==> config.mk <==
export PLATFORM = sky130hd
export DESIGN_NAME = ts_pid_payload_extractor_flat
export DESIGN_NICKNAME = d
export VERILOG_FILES = /design/src/rtl/tspe_pkg.sv /design/src/rtl/tspe_channels.sv /design/src/rtl/tspe_regs.sv /design/src/rtl/tspe_front.sv /design/src/rtl/tspe_queue.sv /design/src/rtl/tspe_back.sv /design/src/rtl/ts_pid_payload_extractor.sv /design/src/flat_wrapper.sv
export SDC_FILE = /design/constraint.sdc
export NUM_CORES = 1
export LEC_CHECK = 0
export BUFFER_PORTS_ARGS = -buffer_cell sky130_fd_sc_hd__buf_2
export CAP_MARGIN = 15
export CORE_ASPECT_RATIO = 1.1
export CORE_UTILIZATION = 30
export CTS_BUF_LIST = sky130_fd_sc_hd__clkbuf_2 sky130_fd_sc_hd__clkbuf_4 sky130_fd_sc_hd__clkbuf_8
export DETAILED_ROUTE_END_ITERATION = 10
export PLACE_DENSITY = 0.5
export SETUP_SLACK_MARGIN = 0.1
export SLEW_MARGIN = 20
export SYNTH_ARGS = -nofsm -noshare
export SYNTH_HDL_FRONTEND = slang
export SYNTH_HIERARCHICAL = 1
export SYNTH_SLANG_ARGS = --single-unit
==> constraint.sdc <==
create_clock -name clk -period 4.1 [get_ports clk]
set_input_delay 0.205 -clock clk [delete_from_list [all_inputs] [get_ports clk]]
set_output_delay 0.205 -clock clk [all_outputs]
set_load 0.005 [all_outputs]
==> src/rtl/tspe_pkg.sv <==
// ----------------------------------------------------------------------------
// tspe_pkg
// Shared types and constants for the transport stream PID payload extractor.
// ----------------------------------------------------------------------------
package tspe_pkg;

    localparam int PACKET_BYTES_DEF = 188;
    localparam int QUEUE_DEPTH_DEF  = 4;

    localparam int POS_W      = 8;
    localparam int START_W    = 9;
    localparam int PID_W      = 13;
    localparam int BYTE_W     = 8;
    localparam int CFG_ADDR_W = 3;
    localparam int CFG_DATA_W = 32;

    localparam logic [BYTE_W-1:0]  SYNC_BYTE    = 8'h47;
    localparam logic [START_W-1:0] HEADER_BYTES = 9'd4;

    // byte offsets of the header fields
    localparam logic [POS_W-1:0] POS_SYNC      = 8'd0;
    localparam logic [POS_W-1:0] POS_PID_HI    = 8'd1;
    localparam logic [POS_W-1:0] POS_PID_LO    = 8'd2;
    localparam logic [POS_W-1:0] POS_FLAGS     = 8'd3;
    localparam logic [POS_W-1:0] POS_ADAPT_LEN = 8'd4;

    // adaptation field control values from which a length byte is present
    localparam logic [1:0] AFC_ADAPT_MIN = 2'd2;

    // register index (byte address bit 2)
    localparam logic REG_TARGET_PID = 1'b0;

    typedef struct packed {
        logic [BYTE_W-1:0] payload_byte;
        logic              packet_end;
        logic              sync_error;
    } tspe_item_t;

endpackage

==> src/rtl/tspe_channels.sv <==
// ----------------------------------------------------------------------------
// tspe_channels
// Valid/ready channels for stream bytes in and result words out.
// ----------------------------------------------------------------------------
interface tspe_byte_if
    import tspe_pkg::*;
    ();
    logic              valid;
    logic              ready;
    logic [BYTE_W-1:0] stream_byte;

    modport source (output valid, output stream_byte, input ready);
    modport sink   (input valid, input stream_byte, output ready);
endinterface

interface tspe_result_if
    import tspe_pkg::*;
    ();
    logic              valid;
    logic              ready;
    logic [BYTE_W-1:0] payload_byte;
    logic              packet_end;
    logic              sync_error;

    modport source (output valid, output payload_byte, output packet_end,
                    output sync_error, input ready);
    modport sink   (input valid, input payload_byte, input packet_end,
                    input sync_error, output ready);
endinterface

==> src/rtl/tspe_regs.sv <==
// ----------------------------------------------------------------------------
// tspe_regs
// APB-style register bank holding the target PID.
// ----------------------------------------------------------------------------
module tspe_regs
    import tspe_pkg::*;
(
    input  logic                  clk,
    input  logic                  rst_n,
    input  logic                  psel,
    input  logic                  penable,
    input  logic                  pwrite,
    input  logic [CFG_ADDR_W-1:0] paddr,
    input  logic [CFG_DATA_W-1:0] pwdata,
    output logic [CFG_DATA_W-1:0] prdata,
    output logic                  pready,
    output logic [PID_W-1:0]      target_pid
);

    logic [PID_W-1:0] target_pid_reg;
    logic [PID_W-1:0] target_pid_next;
    logic             wr_en;

    assign pready = 1'b1;
    assign wr_en  = psel && penable && pwrite && pready;

    always_comb
    begin
        target_pid_next = target_pid_reg;
        if (wr_en && (paddr[2] == REG_TARGET_PID))
        begin
            target_pid_next = pwdata[PID_W-1:0];
        end
    end

    always_ff @(posedge clk or negedge rst_n)
    begin
        if (!rst_n)
        begin
            target_pid_reg <= '0;
        end
        else
        begin
            target_pid_reg <= target_pid_next;
        end
    end

    always_comb
    begin
        prdata = '0;
        if (paddr[2] == REG_TARGET_PID)
        begin
            prdata = {{(CFG_DATA_W-PID_W){1'b0}}, target_pid_reg};
        end
    end

    assign target_pid = target_pid_reg;

endmodule

==> src/rtl/tspe_front.sv <==
// ----------------------------------------------------------------------------
// tspe_front
// Tracks the packet offset, parses the header and picks out payload words.
// ----------------------------------------------------------------------------
module tspe_front
    import tspe_pkg::*;
#(
    parameter int PACKET_BYTES = PACKET_BYTES_DEF
)
(
    input  logic             clk,
    input  logic             rst_n,
    tspe_byte_if.sink        stream,
    input  logic [PID_W-1:0] target_pid,
    input  logic             queue_full,
    output logic             push,
    output tspe_item_t       push_item
);

    localparam logic [POS_W-1:0] POS_BYTES_LAST = POS_W'(PACKET_BYTES - 1);

    logic [POS_W-1:0]   pos_reg;
    logic [POS_W-1:0]   pos_next;
    logic [PID_W-1:0]   pid_reg;
    logic [PID_W-1:0]   pid_next;
    logic               match_reg;
    logic               match_next;
    logic [1:0]         afc_reg;
    logic [1:0]         afc_next;
    logic [START_W-1:0] start_reg;
    logic [START_W-1:0] start_next;
    logic               halted_reg;
    logic               halted_next;
    logic               accept;
    logic [BYTE_W-1:0]  b;

    // once halted every word is swallowed
    assign stream.ready = halted_reg || !queue_full;
    assign accept       = stream.valid && stream.ready;
    assign b            = stream.stream_byte;

    always_comb
    begin
        pos_next    = pos_reg;
        pid_next    = pid_reg;
        match_next  = match_reg;
        afc_next    = afc_reg;
        start_next  = start_reg;
        halted_next = halted_reg;
        push        = 1'b0;
        push_item   = '{payload_byte: b, packet_end: 1'b0, sync_error: 1'b0};

        if (accept && !halted_reg)
        begin
            if (pos_reg == POS_BYTES_LAST)
            begin
                pos_next = '0;
            end
            else
            begin
                pos_next = pos_reg + 1'b1;
            end

            case (pos_reg)
                POS_SYNC:
                begin
                    if (b != SYNC_BYTE)
                    begin
                        halted_next = 1'b1;
                        pos_next    = pos_reg;
                        push        = 1'b1;
                        push_item   = '{payload_byte: '0, packet_end: 1'b0,
                                        sync_error: 1'b1};
                    end
                end
                POS_PID_HI:
                begin
                    pid_next = {b[4:0], 8'h00};
                end
                POS_PID_LO:
                begin
                    pid_next   = {pid_reg[PID_W-1:8], b};
                    match_next = ({pid_reg[PID_W-1:8], b} == target_pid);
                end
                POS_FLAGS:
                begin
                    afc_next   = b[5:4];
                    start_next = HEADER_BYTES;
                end
                default:
                begin
                    if ((pos_reg == POS_ADAPT_LEN) && (afc_reg >= AFC_ADAPT_MIN))
                    begin
                        start_next = {1'b0, b} + HEADER_BYTES + 9'd1;
                    end
                    if (match_reg && ({1'b0, pos_reg} >= start_next))
                    begin
                        push      = 1'b1;
                        push_item = '{payload_byte: b,
                                      packet_end: (pos_reg == POS_BYTES_LAST),
                                      sync_error: 1'b0};
                    end
                end
            endcase
        end
    end

    always_ff @(posedge clk or negedge rst_n)
    begin
        if (!rst_n)
        begin
            pos_reg    <= '0;
            pid_reg    <= '0;
            match_reg  <= 1'b0;
            afc_reg    <= '0;
            start_reg  <= HEADER_BYTES;
            halted_reg <= 1'b0;
        end
        else
        begin
            pos_reg    <= pos_next;
            pid_reg    <= pid_next;
            match_reg  <= match_next;
            afc_reg    <= afc_next;
            start_reg  <= start_next;
            halted_reg <= halted_next;
        end
    end

endmodule

==> src/rtl/tspe_queue.sv <==
// ----------------------------------------------------------------------------
// tspe_queue
// Short FIFO of result words between the parser and the output stage.
// ----------------------------------------------------------------------------
module tspe_queue
    import tspe_pkg::*;
#(
    parameter int DEPTH = QUEUE_DEPTH_DEF
)
(
    input  logic       clk,
    input  logic       rst_n,
    input  logic       push,
    input  tspe_item_t push_item,
    output logic       full,
    input  logic       pop,
    output logic       not_empty,
    output tspe_item_t head_item
);

    localparam int PTR_W = (DEPTH > 1) ? $clog2(DEPTH) : 1;
    localparam int CNT_W = $clog2(DEPTH + 1);
    localparam logic [PTR_W-1:0] PTR_LAST = PTR_W'(DEPTH - 1);
    localparam logic [CNT_W-1:0] CNT_FULL = CNT_W'(DEPTH);

    tspe_item_t       slot_reg [DEPTH];
    logic [PTR_W-1:0] wr_ptr_reg;
    logic [PTR_W-1:0] wr_ptr_next;
    logic [PTR_W-1:0] rd_ptr_reg;
    logic [PTR_W-1:0] rd_ptr_next;
    logic [CNT_W-1:0] count_reg;
    logic [CNT_W-1:0] count_next;
    logic             do_push;
    logic             do_pop;

    assign full      = (count_reg == CNT_FULL);
    assign not_empty = (count_reg != '0);
    assign do_push   = push && !full;
    assign do_pop    = pop && not_empty;
    assign head_item = slot_reg[rd_ptr_reg];

    always_comb
    begin
        wr_ptr_next = wr_ptr_reg;
        rd_ptr_next = rd_ptr_reg;
        count_next  = count_reg;
        if (do_push)
        begin
            wr_ptr_next = (wr_ptr_reg == PTR_LAST) ? '0 : wr_ptr_reg + 1'b1;
        end
        if (do_pop)
        begin
            rd_ptr_next = (rd_ptr_reg == PTR_LAST) ? '0 : rd_ptr_reg + 1'b1;
        end
        if (do_push && !do_pop)
        begin
            count_next = count_reg + 1'b1;
        end
        else if (do_pop && !do_push)
        begin
            count_next = count_reg - 1'b1;
        end
    end

    always_ff @(posedge clk or negedge rst_n)
    begin
        if (!rst_n)
        begin
            wr_ptr_reg <= '0;
            rd_ptr_reg <= '0;
            count_reg  <= '0;
        end
        else
        begin
            wr_ptr_reg <= wr_ptr_next;
            rd_ptr_reg <= rd_ptr_next;
            count_reg  <= count_next;
        end
    end

    always_ff @(posedge clk)
    begin
        if (do_push)
        begin
            slot_reg[wr_ptr_reg] <= push_item;
        end
    end

endmodule

==> src/rtl/tspe_back.sv <==
// ----------------------------------------------------------------------------
// tspe_back
// Output register stage driving the result channel from the queue head.
// ----------------------------------------------------------------------------
module tspe_back
    import tspe_pkg::*;
(
    input  logic       clk,
    input  logic       rst_n,
    input  logic       head_valid,
    input  tspe_item_t head_item,
    output logic       pop,
    tspe_result_if.source result
);

    logic       valid_reg;
    logic       valid_next;
    tspe_item_t item_reg;

    // refill whenever the register is empty or being drained
    assign pop = head_valid && (!valid_reg || result.ready);

    always_comb
    begin
        valid_next = valid_reg;
        if (pop)
        begin
            valid_next = 1'b1;
        end
        else if (result.ready)
        begin
            valid_next = 1'b0;
        end
    end

    always_ff @(posedge clk or negedge rst_n)
    begin
        if (!rst_n)
        begin
            valid_reg <= 1'b0;
        end
        else
        begin
            valid_reg <= valid_next;
        end
    end

    always_ff @(posedge clk)
    begin
        if (pop)
        begin
            item_reg <= head_item;
        end
    end

    assign result.valid        = valid_reg;
    assign result.payload_byte = item_reg.payload_byte;
    assign result.packet_end   = item_reg.packet_end;
    assign result.sync_error   = item_reg.sync_error;

endmodule

==> src/rtl/ts_pid_payload_extractor.sv <==
// ----------------------------------------------------------------------------
// ts_pid_payload_extractor
// Transport stream PID filter passing the payload words of one PID.
// ----------------------------------------------------------------------------
// Takes one stream word per cycle and returns at most one result word per
// input word, so it sustains one word per cycle whenever the result side
// keeps up. A payload or sync error word goes from the header parser into the
// result queue and then into the output register before it appears on the
// result side. The queue of QUEUE_DEPTH words absorbs stalls on the result
// side; the input stalls only once it is full. After a sync error the input
// is drained and ignored until reset. target_pid sits at byte address 0 and
// is sampled when the PID's low byte arrives, so a write after that byte
// applies from the next packet on. No initialisation pass follows reset.
// ----------------------------------------------------------------------------
module ts_pid_payload_extractor
    import tspe_pkg::*;
#(
    parameter int PACKET_BYTES = PACKET_BYTES_DEF,
    parameter int QUEUE_DEPTH  = QUEUE_DEPTH_DEF
)
(
    input  logic                  clk,
    input  logic                  rst_n,
    tspe_byte_if.sink             stream,
    tspe_result_if.source         result,
    input  logic                  psel,
    input  logic                  penable,
    input  logic                  pwrite,
    input  logic [CFG_ADDR_W-1:0] paddr,
    input  logic [CFG_DATA_W-1:0] pwdata,
    output logic [CFG_DATA_W-1:0] prdata,
    output logic                  pready
);

    logic [PID_W-1:0] target_pid;
    logic             push;
    tspe_item_t       push_item;
    logic             queue_full;
    logic             head_valid;
    tspe_item_t       head_item;
    logic             pop;

    tspe_regs u_regs (
        .clk        (clk),
        .rst_n      (rst_n),
        .psel       (psel),
        .penable    (penable),
        .pwrite     (pwrite),
        .paddr      (paddr),
        .pwdata     (pwdata),
        .prdata     (prdata),
        .pready     (pready),
        .target_pid (target_pid)
    );

    tspe_front #(
        .PACKET_BYTES (PACKET_BYTES)
    ) u_front (
        .clk        (clk),
        .rst_n      (rst_n),
        .stream     (stream),
        .target_pid (target_pid),
        .queue_full (queue_full),
        .push       (push),
        .push_item  (push_item)
    );

    tspe_queue #(
        .DEPTH (QUEUE_DEPTH)
    ) u_queue (
        .clk       (clk),
        .rst_n     (rst_n),
        .push      (push),
        .push_item (push_item),
        .full      (queue_full),
        .pop       (pop),
        .not_empty (head_valid),
        .head_item (head_item)
    );

    tspe_back u_back (
        .clk        (clk),
        .rst_n      (rst_n),
        .head_valid (head_valid),
        .head_item  (head_item),
        .pop        (pop),
        .result     (result)
    );

endmodule

==> src/flat_wrapper.sv <==
// flat-port wrapper written by rule: the top's interface ports become plain ports
module ts_pid_payload_extractor_flat import tspe_pkg::*;
#(
    parameter int PACKET_BYTES = PACKET_BYTES_DEF,
    parameter int QUEUE_DEPTH  = QUEUE_DEPTH_DEF
)
  (clk, rst_n, psel, penable, pwrite, paddr, pwdata, prdata, pready, stream_valid, stream_stream_byte, stream_ready, result_valid, result_payload_byte, result_packet_end, result_sync_error, result_ready);
  tspe_byte_if stream_i ();
  tspe_result_if result_i ();
  input  logic clk;
  input  logic rst_n;
  input  logic psel;
  input  logic penable;
  input  logic pwrite;
  input  logic [CFG_ADDR_W-1:0] paddr;
  input  logic [CFG_DATA_W-1:0] pwdata;
  output logic [CFG_DATA_W-1:0] prdata;
  output logic pready;
  input wire logic [$bits(stream_i.valid)-1:0] stream_valid;
  input wire logic [$bits(stream_i.stream_byte)-1:0] stream_stream_byte;
  output wire logic [$bits(stream_i.ready)-1:0] stream_ready;
  output wire logic [$bits(result_i.valid)-1:0] result_valid;
  output wire logic [$bits(result_i.payload_byte)-1:0] result_payload_byte;
  output wire logic [$bits(result_i.packet_end)-1:0] result_packet_end;
  output wire logic [$bits(result_i.sync_error)-1:0] result_sync_error;
  input wire logic [$bits(result_i.ready)-1:0] result_ready;
  assign stream_i.valid = stream_valid;
  assign stream_i.stream_byte = stream_stream_byte;
  assign stream_ready = stream_i.ready;
  assign result_valid = result_i.valid;
  assign result_payload_byte = result_i.payload_byte;
  assign result_packet_end = result_i.packet_end;
  assign result_sync_error = result_i.sync_error;
  assign result_i.ready = result_ready;
  ts_pid_payload_extractor #(.PACKET_BYTES(PACKET_BYTES), .QUEUE_DEPTH(QUEUE_DEPTH)) u_core (.clk(clk), .rst_n(rst_n), .stream(stream_i), .result(result_i), .psel(psel), .penable(penable), .pwrite(pwrite), .paddr(paddr), .pwdata(pwdata), .prdata(prdata), .pready(pready));
endmodule
Word level (Yosys, flattened, before mapping):

Memories as Yosys holds them, arrays and structs flattened. A register that Yosys moved wholly into a read port is not among the register bits.
Index checks and enable logic that the tools add are counted.

* flip-flop bits (word level): 47
* memory bits (writable): 40
* output and inout port bits: 45
* memories kept: 1

Memories
* u_core.u_queue.slot_reg: depth 4, width 10, rd ports 1, clocked after memory_dff 1, write ports 1, RTL line tspe_queue.sv:26 `tspe_item_t slot_reg [DEPTH];`

* add/subtract/negate cells: 7
* order comparisons: 2
* equal/unequal tests: 11
* multiplexer cells: 25
* bitwise operators: 3
* reductions and logical operators: 32

Operators by type and width (count)
* 2-to-1 mux 9 bit: 3
* one-hot mux 13 bit (2 select lines): 1
* 2-to-1 mux 8 bit: 3
* 2-to-1 mux 10 bit: 2
* one-hot mux 10 bit (2 select lines): 1
* one-hot mux 9 bit (2 select lines): 1
* == test 8 x 2 -> 1 bit, second input constant: 2
* == test 13 bit: 1
* 2-to-1 mux 13 bit: 1
* logical AND 1 bit: 12
* adder 8 x 3 -> 9 bit, second input constant: 1
* adder 9 x 1 -> 9 bit, second input constant: 1
* greater-or-equal comparator 8 x 9 -> 1 bit: 1
* adder 8 x 1 -> 8 bit, second input constant: 1
* == test 8 x 1 -> 1 bit, second input constant: 1
* == test 8 x 3 -> 1 bit, second input constant: 1
* == test 8 bit, second input constant: 1
* logical NOT 8 bit: 1
* inequality test 8 x 7 -> 1 bit, second input constant: 1
* AND reduction 2 bit: 4
* 2-to-1 mux 1 bit: 7
* 2-to-1 mux 2 bit: 3
* 2-to-1 mux 3 bit: 2
* AND reduction 3 bit: 2
* other kinds (15): 26

Depth between registers and ports, before layout:

* depth in word-level cells: 16
* gate-level depth with buffers: 19

Cells and area by module:

The synthesis kept the hierarchy.

By module, submodules not included
* tspe_front: instances 1, cells an instance 202, area an instance 1980.6 um^2, sequential area each 626.9 um^2
* tspe_queue: instances 1, cells an instance 89, area an instance 1898.1 um^2, sequential area each 1376.3 um^2
* tspe_regs: instances 1, cells an instance 64, area an instance 790.8 um^2, sequential area each 325.3 um^2
* tspe_back: instances 1, cells an instance 14, area an instance 344.1 um^2, sequential area each 325.3 um^2

Worst setup path after synthesis:

OpenSTA, ideal clock, no wires.

* kind: register -> register
* start: register u_core.u_front.pos_reg[4]
* end: register u_core.u_queue.count_reg[1]
* setup time: 0.125 ns
* arrival: 3.602 ns
* data required time: 3.975 ns
* path slack: 0.374 ns
* stages on the path, launching flop included: 16
* buffers on the path: 1
* cell sequence: dfrtp_1 or4_1 buf_4 nor2_4 nand3_1 nand2_1 ha_1 and3_1 a221o_1 a41oi_1 o21ai_1 nor2b_2 ha_1 inv_1 fa_1 mux2_2

* elaborated cells between the ends (all ways): 21
* classes of those cells: order compare: 1; eq/ne: 4; mux: 7; reduce/logical: 9

RTL lines
* from (decl): RTL line tspe_front.sv:22 `logic [POS_W-1:0] pos_reg;`
* from (signal assigned): RTL line tspe_front.sv:121 `pos_reg <= pos_next;`
* == test 8 x 3 -> 1 bit: RTL line tspe_front.sv:92 `if ((pos_reg == POS_ADAPT_LEN) && (afc_reg >= AFC_ADAPT_MIN))`
* logical AND 1 bit: RTL line tspe_front.sv:92
* 2-to-1 mux 9 bit: RTL line tspe_front.sv:92
* 2-to-1 mux 9 bit: RTL line tspe_front.sv:64 `case (pos_reg)`
* 2-to-1 mux 9 bit: RTL line tspe_front.sv:53 `if (accept && !halted_reg)`
* greater-or-equal comparator 8 x 9 -> 1 bit: RTL line tspe_front.sv:96 `if (match_reg && ({1'b0, pos_reg} >= start_next))`
* logical AND 1 bit: RTL line tspe_front.sv:96
* 2-to-1 mux 1 bit: RTL line tspe_front.sv:96
* one-hot mux 1 bit (2 select lines) *: RTL line tspe_front.sv:64
* 2-to-1 mux 1 bit *: RTL line tspe_front.sv:53
* net u_core.push: RTL line ts_pid_payload_extractor.sv:36 `logic push;`
* logical AND 1 bit *: RTL line tspe_queue.sv:38 `assign do_push = push && !full;`
* net u_core.u_queue.do_push: RTL line tspe_queue.sv:33 `logic do_push;`
* logical AND 1 bit *: RTL line tspe_queue.sv:55 `if (do_push && !do_pop)`
* 2-to-1 mux 3 bit *: RTL line tspe_queue.sv:55
* net u_core.u_queue.count_next[1]: RTL line tspe_queue.sv:32 `logic [CNT_W-1:0] count_next;`
* to (signal assigned): RTL line tspe_queue.sv:77 `count_reg <= count_next;`
* to (decl): RTL line tspe_queue.sv:31 `logic [CNT_W-1:0] count_reg;`

The timed path passes the listed nets; every way through them passes the cells marked *. The select of a mux whose other input is x is not followed.
A chain may end at the register's enable or synchronous reset.

Worst setup path after layout:

* start: register u_core.u_front.pos_reg[6]
* end: register u_core.u_queue.count_reg[1]

The elaborated chain is that of the path after synthesis.

==> impl_metrics.env <==
export IMPL_status="complete, but fails checks"
export IMPL_violations="DRC"
export IMPL_fin_crit_ps=3779
export IMPL_cp_data_arrival_time_ps=4040
export IMPL_core_area_um2=16370
export IMPL_drcViolationCount=3
export IMPL_synth_top_area_share_pct=29.95
export IMPL_ys_top_cells_by_area="edfxtp_1 (30%), dfrtp_1 (22%), ha_1 (4.7%)"
export IMPL_cts_made_buffers=9
export IMPL_finalSetupViolCount=0
export IMPL_drt_iter0_markers=229
export IMPL_synth_area_um2=5014
export IMPL_die_area_um2=17230
export IMPL_syn_inst=369
export IMPL_start_util_pct=30.63
export IMPL_hold_path_class="in -> reg"
export IMPL_critPathKind="reg -> reg"
export IMPL_synth_ff_type="edfxtp_1"
export IMPL_drt_vias_per_instance=4.677
export IMPL_root_buffer="clkbuf_8"
export IMPL_vias=3031
export IMPL_grt_max_degree=47
export IMPL_avgSynthCellArea_um2=13.59
export IMPL_yosysSeqAreaShare_pct=52.93
export IMPL_yosys_area_top_type="edfxtp_1"
export IMPL_cp_start_kind="flop"
export IMPL_area_growth_pct=14.30
export IMPL_power_density_nw_per_um2=483.5
export IMPL_regToRegStartpoint="u_core/u_front/pos_reg[6]"
export IMPL_synth_most_common_cell="edfxtp_1"
export IMPL_clk_latency_ps=370
export IMPL_overflow=0
export IMPL_skew_ps=6.988
export IMPL_htree_levels=3
export IMPL_whs_path_depth=2
export IMPL_synth_cell_types=69
export IMPL_worstReg2RegEnd="u_core/u_queue/count_reg[1]"
export IMPL_crit_required_ps=4360
export IMPL_grt_pass1_vias=2927
export IMPL_dr_pass1_iters=11
export IMPL_clk_pin_slew_ps=90
export IMPL_p_leak_nw=2.353
export IMPL_yosysWarnings=6
export IMPL_die_h_um=137.6
export IMPL_finalHoldViolations=0
export IMPL_synth_seq_cells=96
export IMPL_hold_end="u_core/u_regs/target_pid[0]"
export IMPL_fin_util_pct=35.01
export IMPL_path_max_fanout=7
export IMPL_finalPower_mw=2.771
export IMPL_cp_end_kind="flop"
export IMPL_rsz0062_at_grt="false"
export IMPL_synth_edff_count=50
export IMPL_layout_setup_ws_ps=320.7
export IMPL_max_cap_violations=0
export IMPL_async_reset_ff_share_pct=47.92
export IMPL_wire_per_inst_um=15.65
export IMPL_yosys_top_cells_count="edfxtp_1 (50), dfrtp_1 (45), buf_4 (22), ha_1 (19), nand2_1 (15)"
export IMPL_final_nets=509
export IMPL_largest_reg_flops=40
export IMPL_drt_wl_total_um=10140
export IMPL_tns_ps=0
export IMPL_drv_slew=0
export IMPL_ant_nets=0
export IMPL_clockBufferDepth=2
export IMPL_antenna_found_initial=0
export IMPL_period_share_pct=92.18
export IMPL_hold_start="pwdata[0]"
export IMPL_dp_hpwl_um=7304
export IMPL_antenna_cells=0
export IMPL_r2r_cells=14
export IMPL_die_x_um=125.3
export IMPL_drive_above_1_share_pct=33.33
export IMPL_portBuffers=53
export IMPL_gp_congestion=0.7315
export IMPL_num_rows=49
export IMPL_dpl_worst_slack_ps=88.86
export IMPL_ir_worst_vdd_uv=167.2
export IMPL_worstMarginPinSlew_ps=739.6
export IMPL_slew_headroom_pct=50.70
export IMPL_grt_use_total_pct=12.44
export IMPL_grt_pass1_wl_um=16200
export IMPL_cts_sink_count=96
export IMPL_rrSetupSlack_ps=320
export IMPL_cts_tree="built"
export IMPL_fmax_ghz=0.2646
export IMPL_io_pins=95
routing by layer:
layer,part of all wire (%),track usage (%),up-vias
li1,-,-,1463
met5,0,0,-
met3,3.6,3.301,11
met4,1.7,3.930,0
met2,50,20.58,68
met1,45,15.94,1489
worst max path at each step:
stage                               from                     endpoint  cells after the start
3_3_place_gp   u_core/u_front/pos_reg[0]  u_core/u_queue/count_reg[1]                     16
5_1_grt        u_core/u_front/pos_reg[0]  u_core/u_queue/count_reg[2]                     19
2_1_floorplan  u_core/u_front/pos_reg[4]  u_core/u_queue/count_reg[1]                     15
4_1_cts        u_core/u_front/pos_reg[6]  u_core/u_queue/count_reg[1]                     14
3_5_place_dp   u_core/u_front/pos_reg[4]  u_core/u_queue/count_reg[1]                     14
6_report       u_core/u_front/pos_reg[6]  u_core/u_queue/count_reg[1]                     14
what timing repair did:
item                       4_1_cts  5_1_grt
buffers inserted                 0        1
hold endpoints to repair        45        0
gates resized for setup          1        4
hold buffers                     1        0
setup endpoints to repair        1        2
pin swaps                        0        2
worst max-delay path, cell delays in order, from the launching register on:
cell and delay, ps:
dfrtp_1 490, or4_1 620, nor2_4 140, nand3_1 90, nand2_1 80, ha_1 230, and3_1 210, a221o_1 340
a41oi_2 240, o21ai_2 90, nor2b_2 170, ha_1 220, inv_1 70, fa_1 400, mux2_2 280
cell usage in the layout, fill, tap and decap left out, types with 4 or more instances in the layout:
master    Yosys  routed
xor2_1        9       9
nor2b_1      14      14
ha_1         19      18
xnor2_1      14      14
nor2_1       11      11
nand4_1       6       6
o21ai_0       7       6
conb_1        2      20
mux4_2       10      10
nand3_1       7       7
clkbuf_8      0       9
mux2_2       12      12
buf_2         4      53
and3_1        4       4
nand2b_1      5       5
and2_1       10      10
inv_1         8       8
mux2_4       14      14
a32o_1        5       5
buf_4        22      21
edfxtp_1     50      50
dfrtp_1      45      45
nand2_1      15      14
a21oi_1       8       8
power by group:
| group | internal [mW] | switching [mW] | leakage [nW] | total, mW |
|---|---|---|---|---|
| clock network | 0.244 | 0.334 | 0.0893 | 0.578 |
| logic | 0.462 | 0.384 | 1.23 | 0.845 |
| registers | 1.17 | 0.173 | 1.03 | 1.35 |
| total | 1.88 | 0.891 | 2.35 | 2.77 |
area by class of cell:
cell class,count,area (um^2)
clock buffers,12,146.4
flip-flops and latches,96,2654
repair buffers,75,432.9
well taps,204,255.2
multi-input cells,249,2183
fillers,1595,10640
clock inverters,4,28.78
inverters,8,30.03
per-stage QoR:
step / instances / area [um^2] / hold WS (ps)
CTS: 647 / 5709 / 37.00
global route: 648 / 5731 / 38.68
finish: 648 / 5731 / 59.31
detailed placement: 630 / 5522 / 345.2
floorplan: 387 / 5081 / -90.59
global placement: 630 / 5522 / 342.4
cells by family (layout without fill, tap and decap cells):
group / Yosys count / in the layout / share of synthesized area, %
AND/OR/NAND/NOR: 104 / 104 / 13.95
flip-flops: 96 / 96 / 52.93
AO/OA/AOI/OAI: 44 / 44 / 6.838
buffers and inverters: 42 / 99 / 5.191
multiplexers: 38 / 38 / 11.78
XOR/XNOR: 23 / 23 / 4.018
adder cells (fa/ha/maj): 20 / 20 / 5.141
other: 2 / 20 / 0.1498
Power figures use the tool's default switching activity.
